`config.mk`:
```
export PLATFORM = sky130hd
export DESIGN_NAME = serial_nibble_mouse_port
export DESIGN_NICKNAME = d
export VERILOG_FILES = /design/src/design/snmp_pkg.sv /design/src/design/serial_nibble_mouse_port.sv
export SDC_FILE = /design/constraint.sdc
export NUM_CORES = 1
export LEC_CHECK = 0
export ABC_AREA = 1
export BUFFER_PORTS_ARGS = -buffer_cell sky130_fd_sc_hd__buf_2
export CAP_MARGIN = 10
export CORE_MARGIN = 1
export CORE_UTILIZATION = 50
export DETAILED_ROUTE_END_ITERATION = 8
export PLACE_DENSITY = 0.77
export SLEW_MARGIN = 20
export SYNTH_ARGS = -nofsm -noshare
export SYNTH_HDL_FRONTEND = slang
export SYNTH_SLANG_ARGS = --single-unit
```
`constraint.sdc`:
```
create_clock -name aclk -period 11.5 [get_ports aclk]
set_input_delay 2.3 -clock aclk [delete_from_list [all_inputs] [get_ports aclk]]
set_output_delay 2.3 -clock aclk [all_outputs]
set_load 0.02 [all_outputs]
```
`src/design/snmp_pkg.sv`:
```
// ----------------------------------------------------------------------------
// snmp_pkg: shared types and helpers for the serial nibble mouse port
// Holds the operation codes, the packed layout of an input transaction and
// the clamping and nibble-swap helpers used when a motion sample is latched.
// ----------------------------------------------------------------------------
package snmp_pkg;

    // Operation codes carried in tuser.
    localparam logic [1:0] OP_FRAME  = 2'd0;
    localparam logic [1:0] OP_WRITE  = 2'd1;
    localparam logic [1:0] OP_READ   = 2'd2;
    localparam logic [1:0] OP_ADJUST = 2'd3;

    localparam int          IntervalWidth  = 20;
    localparam logic [19:0] INTERVAL_RESET = 20'd30000;
    localparam logic [31:0] CLAMP_LIMIT    = 32'd127;

    localparam int InDataWidth  = 112;
    localparam int OutDataWidth = 8;

    // Input payload, last field in the lowest bits.
    typedef struct packed {
        logic [3:0]         pad;
        logic               new_clear;
        logic               new_select;
        logic               old_clear;
        logic               frame_en;
        logic [7:0]         button_bits;
        logic signed [15:0] delta_y;
        logic signed [15:0] delta_x;
        logic signed [31:0] time_delta;
        logic signed [31:0] timestamp;
    } in_item_t;

    // Clamp a two's complement 32-bit value to -127..127.
    function automatic logic [31:0] clamp_sample(input logic [31:0] v);
        logic [31:0] lo;
        lo = 32'd0 - CLAMP_LIMIT;
        if (v[31]) begin
            clamp_sample = (v < lo) ? lo : v;
        end else begin
            clamp_sample = (v > CLAMP_LIMIT) ? CLAMP_LIMIT : v;
        end
    endfunction

    // Swap the two nibbles of the low byte.
    function automatic logic [7:0] swap_nibbles(input logic [31:0] v);
        swap_nibbles = {v[3:0], v[7:4]};
    endfunction

endpackage

```
`src/design/serial_nibble_mouse_port.sv`:
```
// ----------------------------------------------------------------------------
// serial_nibble_mouse_port: mouse port reporting motion as nibbles
// Accumulates host motion, latches clamped samples on clear-line edges and
// answers port reads with one nibble per read transaction.
// ----------------------------------------------------------------------------
// Usage:
//   The slave channel (s_) carries one operation per transaction: tuser holds
//   the operation code, tdata the operand fields. Frame updates, line writes
//   and time adjusts only change internal state and produce no output. A read
//   produces exactly one master (m_) transaction holding the port nibble.
//   Every transaction is first captured in an input register and executed
//   once the result register is free, when its state update and any read
//   data are computed and written to the result register. A read thus passes
//   through both registers before m_tvalid, and one transaction can be
//   accepted every cycle unless the receiver stalls a pending result.
//   When the receiver stalls with a result pending, the input register keeps
//   its transaction and s_tready drops once it is full; nothing is lost.
//   latch_interval is written via cfg_wr_en/cfg_wr_data; the user must do so
//   only while idle, as the block does not enforce it. Synchronous active-low
//   reset clears the accumulators, buttons, shifter, line levels and latch
//   time, empties both registers and loads the latch interval with 30000.
// ----------------------------------------------------------------------------
module serial_nibble_mouse_port
    import snmp_pkg::*;
(
    input  logic                     aclk,
    input  logic                     aresetn,
    input  logic                     cfg_wr_en,
    input  logic [IntervalWidth-1:0] cfg_wr_data,
    input  logic                     s_tvalid,
    output logic                     s_tready,
    // tdata, from bit 0: timestamp[31:0], time_delta[63:32], delta_x[79:64],
    // delta_y[95:80], button_bits[103:96], frame_en[104], old_clear[105],
    // new_select[106], new_clear[107], zero padding[111:108]
    input  logic [InDataWidth-1:0]   s_tdata,
    // tuser, from bit 0: op[1:0]
    input  logic [1:0]               s_tuser,
    output logic                     m_tvalid,
    input  logic                     m_tready,
    // tdata, from bit 0: read_nibble[3:0], zero padding[7:4]
    output logic [OutDataWidth-1:0]  m_tdata
);

    // Input register.
    logic           in_valid_reg;
    in_item_t       in_item_reg;
    logic [1:0]     in_op_reg;

    // Architectural state.
    logic [IntervalWidth-1:0] latch_interval_reg;
    logic           select_level_reg, select_level_next;
    logic           clear_level_reg, clear_level_next;
    logic [63:0]    last_latch_reg, last_latch_next;
    logic [31:0]    accum_x_reg, accum_x_next;
    logic [31:0]    accum_y_reg, accum_y_next;
    logic [7:0]     buttons_reg, buttons_next;
    logic [15:0]    shifter_reg, shifter_next;

    // Result register.
    logic           m_valid_reg;
    logic [3:0]     m_nibble_reg;

    logic           proc;
    logic [63:0]    now_time;
    logic [63:0]    diff_time;
    logic           fresh;
    logic [31:0]    rx, ry;
    logic [3:0]     read_value;

    // Execute when the result register can take a possible read result.
    assign proc     = in_valid_reg && (!m_valid_reg || m_tready);
    assign s_tready = !in_valid_reg || proc;
    assign m_tvalid = m_valid_reg;
    assign m_tdata  = {4'd0, m_nibble_reg};

    // Latch decision and clamped samples.
    assign now_time  = {{32{in_item_reg.timestamp[31]}}, in_item_reg.timestamp};
    assign diff_time = now_time - last_latch_reg;
    assign fresh     = !diff_time[63] &&
                       (diff_time > {{(64-IntervalWidth){1'b0}}, latch_interval_reg});
    assign rx        = clamp_sample(32'd0 - accum_x_reg);
    assign ry        = clamp_sample(32'd0 - accum_y_reg);
    assign read_value = select_level_reg ? shifter_reg[3:0] : ~buttons_reg[3:0];

    // Next-state logic for the operation in the input register.
    always_comb begin
        select_level_next = select_level_reg;
        clear_level_next  = clear_level_reg;
        last_latch_next   = last_latch_reg;
        accum_x_next      = accum_x_reg;
        accum_y_next      = accum_y_reg;
        buttons_next      = buttons_reg;
        shifter_next      = shifter_reg;
        case (in_op_reg)
            OP_FRAME: begin
                if (in_item_reg.frame_en) begin
                    accum_x_next = accum_x_reg +
                                   {{16{in_item_reg.delta_x[15]}}, in_item_reg.delta_x};
                    accum_y_next = accum_y_reg +
                                   {{16{in_item_reg.delta_y[15]}}, in_item_reg.delta_y};
                    buttons_next = in_item_reg.button_bits;
                end
            end
            OP_WRITE: begin
                if (!in_item_reg.old_clear && in_item_reg.new_clear) begin
                    if (fresh) begin
                        last_latch_next = now_time;
                        shifter_next    = {swap_nibbles(ry), swap_nibbles(rx)};
                        accum_x_next    = accum_x_reg + rx;
                        accum_y_next    = accum_y_reg + ry;
                    end else begin
                        shifter_next = {4'd0, shifter_reg[15:4]};
                    end
                end
                select_level_next = in_item_reg.new_select;
                clear_level_next  = in_item_reg.new_clear;
            end
            OP_ADJUST: begin
                last_latch_next = last_latch_reg +
                                  {{32{in_item_reg.time_delta[31]}}, in_item_reg.time_delta};
            end
            default: begin
            end
        endcase
    end

    // Input register capture.
    always_ff @(posedge aclk) begin
        if (!aresetn) begin
            in_valid_reg <= 1'b0;
        end else if (s_tready) begin
            in_valid_reg <= s_tvalid;
        end
        if (s_tvalid && s_tready) begin
            in_item_reg <= in_item_t'(s_tdata);
            in_op_reg   <= s_tuser;
        end
    end

    // Configuration register.
    always_ff @(posedge aclk) begin
        if (!aresetn) begin
            latch_interval_reg <= INTERVAL_RESET;
        end else if (cfg_wr_en) begin
            latch_interval_reg <= cfg_wr_data;
        end
    end

    // State update.
    always_ff @(posedge aclk) begin
        if (!aresetn) begin
            select_level_reg <= 1'b0;
            clear_level_reg  <= 1'b0;
            last_latch_reg   <= 64'd0;
            accum_x_reg      <= 32'd0;
            accum_y_reg      <= 32'd0;
            buttons_reg      <= 8'd0;
            shifter_reg      <= 16'd0;
        end else if (proc) begin
            select_level_reg <= select_level_next;
            clear_level_reg  <= clear_level_next;
            last_latch_reg   <= last_latch_next;
            accum_x_reg      <= accum_x_next;
            accum_y_reg      <= accum_y_next;
            buttons_reg      <= buttons_next;
            shifter_reg      <= shifter_next;
        end
    end

    // Result register.
    always_ff @(posedge aclk) begin
        if (!aresetn) begin
            m_valid_reg <= 1'b0;
        end else if (proc && (in_op_reg == OP_READ)) begin
            m_valid_reg <= 1'b1;
        end else if (m_tready) begin
            m_valid_reg <= 1'b0;
        end
        if (proc && (in_op_reg == OP_READ)) begin
            m_nibble_reg <= read_value;
        end
    end

    // A result only ever comes from an executed read.
    a_result_from_read: assert property (@(posedge aclk) disable iff (!aresetn)
        $rose(m_valid_reg) |-> $past(proc && (in_op_reg == OP_READ)))
        else $error("result appeared without an executed read");

    // An executed read always lands in the result register.
    a_read_delivered: assert property (@(posedge aclk) disable iff (!aresetn)
        (proc && (in_op_reg == OP_READ)) |=> m_valid_reg)
        else $error("executed read did not reach the result register");

    // A line write stores the new clear level.
    a_clear_stored: assert property (@(posedge aclk) disable iff (!aresetn)
        (proc && (in_op_reg == OP_WRITE)) |=> (clear_level_reg == $past(in_item_reg.new_clear)))
        else $error("clear level not stored on line write");

    // An empty input register always accepts.
    a_empty_ready: assert property (@(posedge aclk) disable iff (!aresetn)
        !in_valid_reg |-> s_tready)
        else $error("input register empty but not ready");

endmodule
```
==> impl_metrics.csv <==
group,metric,value,unit
global_routing,gr-usage-all-layers,0.2833,
route,vias_per_cell,5.373,
timing,skew,0.02587,ns
finish,final_cell_mix,"nand2_1, inv_1, nor2_1, a21oi_1, nand3_1",
global_routing,antenna_found_initial,1,
yosys,synth_edf_count,110,
placed_design,port_buffers,136,
power,ir_drop,0.1214,mV
timing,slew_violations,0,
setup_path,crit_required,11.94,ns
route,final_antenna_net_count,0,
clock_tree,cts.sinks,281,
setup_path,start_kind,"flip-flop",
finish,layout.cells.non_filler,5270,
yosys,yosys.cell_types.count,54,
clock_tree,clk_pin_slew,0.06,ns
timing,timing.hold.ws,0.4664,ns
clock_tree,cts_tree,"done",
finish,nNetsFinal,4911,
yosys,synth_ff_type,"dfxtp_1",
route,vias,28310,
clock_tree,cts-hold-fix-buffers,0,
clock_tree,cts_buffers,35,
clock_tree,clock_latency,0.55,ns
global_routing,grt_pass1_wl,129200,um
floorplan,die_area,55400,um2
timing,finalHoldViolations,0,
clock_tree,clk_path_buf_depth,3,
clock_tree,cts_root_buffer,"clkbuf_16",
timing,fin_crit,6.027,ns
setup_path,crit_buf_inv,2,
yosys,async_flop_share,0,
yosys,ys_ff_latch,281,
setup_path,critPathKind,"flip-flop to flip-flop",
route,route.detailed.drc,0,
setup_path,path_common_cell,"nand2_1",
finish,layout_commonest_cell,"nand2_1",
global_routing,grt_overflow_total,0,
power,p_leak,14.87,nW
timing,worst_pin_slew,1.031,ns
yosys,syn_area_per_cell,6.114,um2
outcome,status,"completed",
floorplan,start_util,0.5061,
placed_design,dp_slack,5.578,ns
placed_design,dp.cells,5207,
min_path,hp-class,"flip-flop to flip-flop",
global_routing,grt_max_degree,102,
floorplan,io_pins,149,
yosys,synth_area,27230,um2
placed_design,dp_hpwl,62640,um
floorplan,fp.coreArea,53810,um2
timing,finalWorstSetupSlack,5.473,ns
flow_run,cap_viol_max_count,0,
setup_path,crit_family,"simple AND/OR/NAND/NOR gates",
floorplan,die_w,235.4,um
clock_tree,ctsResizeCount,0,
finish,layout-drive-gt1-share,0.05795,
timing,rsz0062_at_grt,"no",
route,first_iter_violations,2415,
setup_path,cp.arrival,6.47,ns
finish,largest_reg_flops,104,
timing,tns,0,ns
clock_tree,cts_htree_levels,2,
timing,fmax,165.9,MHz
setup_path,r2r_slack,5.47,ns
yosys,synthCells,4454,
setup_path,cp_max_fo,6,
setup_path,cpPeakStageDelay,0.55,ns
power,powerDensity,110.6,nW/um2
clock_tree,post_cts_buffers,0,
timing,setup_viol,0,
floorplan,die_y,235.4,um
setup_path,end_kind,"flip-flop",
placed_design,place_congestion,0.9993,
timing,fin_crit_sh,0.5241,
route,finalWirelength,79430,um
route,first_pass_iters,6,
yosys,seq_area_frac_synth,0.2470,
setup_path,critPathSlowestCell,"o21ai_0",
finish,syn2layout_area_growth,8.738,%
yosys,yosysWarnings,0,
route,avgRoutedWirePerCell,15.07,um
global_routing,grt_pass1_vias,26210,
floorplan,rows,85,
timing,max_slew_margin,0.3126,
[worst reg2reg max path, delay by kind of cell, from the launching register on]
| kind | cells | cell delay (ns) |
|---|---|---|
| XOR/XNOR | 1 | 0.37 |
| AND/OR/NAND/NOR | 18 | 2.14 |
| adder cells (fa/ha/maj) | 3 | 0.90 |
| AO/OA/AOI/OAI | 7 | 1.90 |
| flip-flops | 1 | 0.36 |
| buffers and inverters | 2 | 0.24 |
[synthesized netlist by cell type, drive strengths merged, types with 2 or more instances]
master  count  area [um2]
fa          4       80.08
nor4       19       118.9
dfxtp     171        3423
nand4      60       375.4
o211ai      5       37.54
nor3b       2       15.01
o311ai      2       17.52
o21bai     19       142.6
nand2    1227        4662
o31ai       3       22.52
a221oi      5       43.79
nand3     323        1627
o21a       22       165.2
edfxtp    110        3303
xor2       83       727.0
xnor2      45       394.1
o221ai      3       26.28
a21o       15       112.6
ha        220        2753
a21oi     412        2062
a211oi      4       30.03
or2        26       162.7
nor2      591        2243
a31oi      17       106.4
clkinv      2       7.510
clkbuf     59       221.5
inv       679        2549
o21ai     203        1020
nand3b     19       142.6
a21boi     10       75.07
nor3       47       245.2
buf        38       251.5
[logic make-up after synthesis]
kind of cell    share of synthesized area
compound gates                     0.1434
buf+inv                            0.1112
mux                             0.0003676
xor+xnor                          0.04117
flops                              0.2470
fa+ha+maj                          0.1040
other cells                     0.0001377
simple gates                       0.3527
[per-layer routing]
metal / vias up / wire length, um / global-route usage / part of all wire
li1: 14610 / - / - / -
met1: 12690 / 35950 / 0.3828 / 0.45
met2: 858 / 35800 / 0.4700 / 0.45
met3: 158 / 4956 / 0.02545 / 0.062
met4: 0 / 2720 / 0.1032 / 0.034
met5: - / 0 / 0 / 0
[metrics by stage]
stage	total power, mW	cell area (um2)	utilization
3_3_place_gp	2.157	28470	0.5291
4_1_cts	3.280	29610	0.5502
2_1_floorplan	1.920	27240	-
5_1_grt	3.480	29610	0.5503
3_5_place_dp	2.172	28470	0.5291
6_report	3.275	29610	0.5503
[report_power, final]
group / total, mW / switching (mW) / internal (mW)
registers: 1.12 / 0.0349 / 1.08
clock network: 1.10 / 0.445 / 0.658
logic: 1.06 / 0.705 / 0.352
total: 3.28 / 1.18 / 2.09
[worst paths after layout]
kind,from,end,cells after the start
worst min register to register,shifter_reg[4],shifter_reg[4],2
worst min-delay path,shifter_reg[4],shifter_reg[4],2
worst max register to register,accum_x_reg[0],accum_x_reg[22],31
worst max-delay path,accum_x_reg[0],accum_x_reg[22],31
[layout make-up]
class | count | area [um2]
multi-input cells | 3398 | 17520
fillers | 5484 | 24200
diodes | 1 | 2.502
inverters | 681 | 2559
well taps | 696 | 870.8
clock buffers | 45 | 954.7
clock inverters | 17 | 181.4
flip-flops and latches | 281 | 6726
repair buffers | 151 | 795.8
Power figures use the tool's default switching activity.
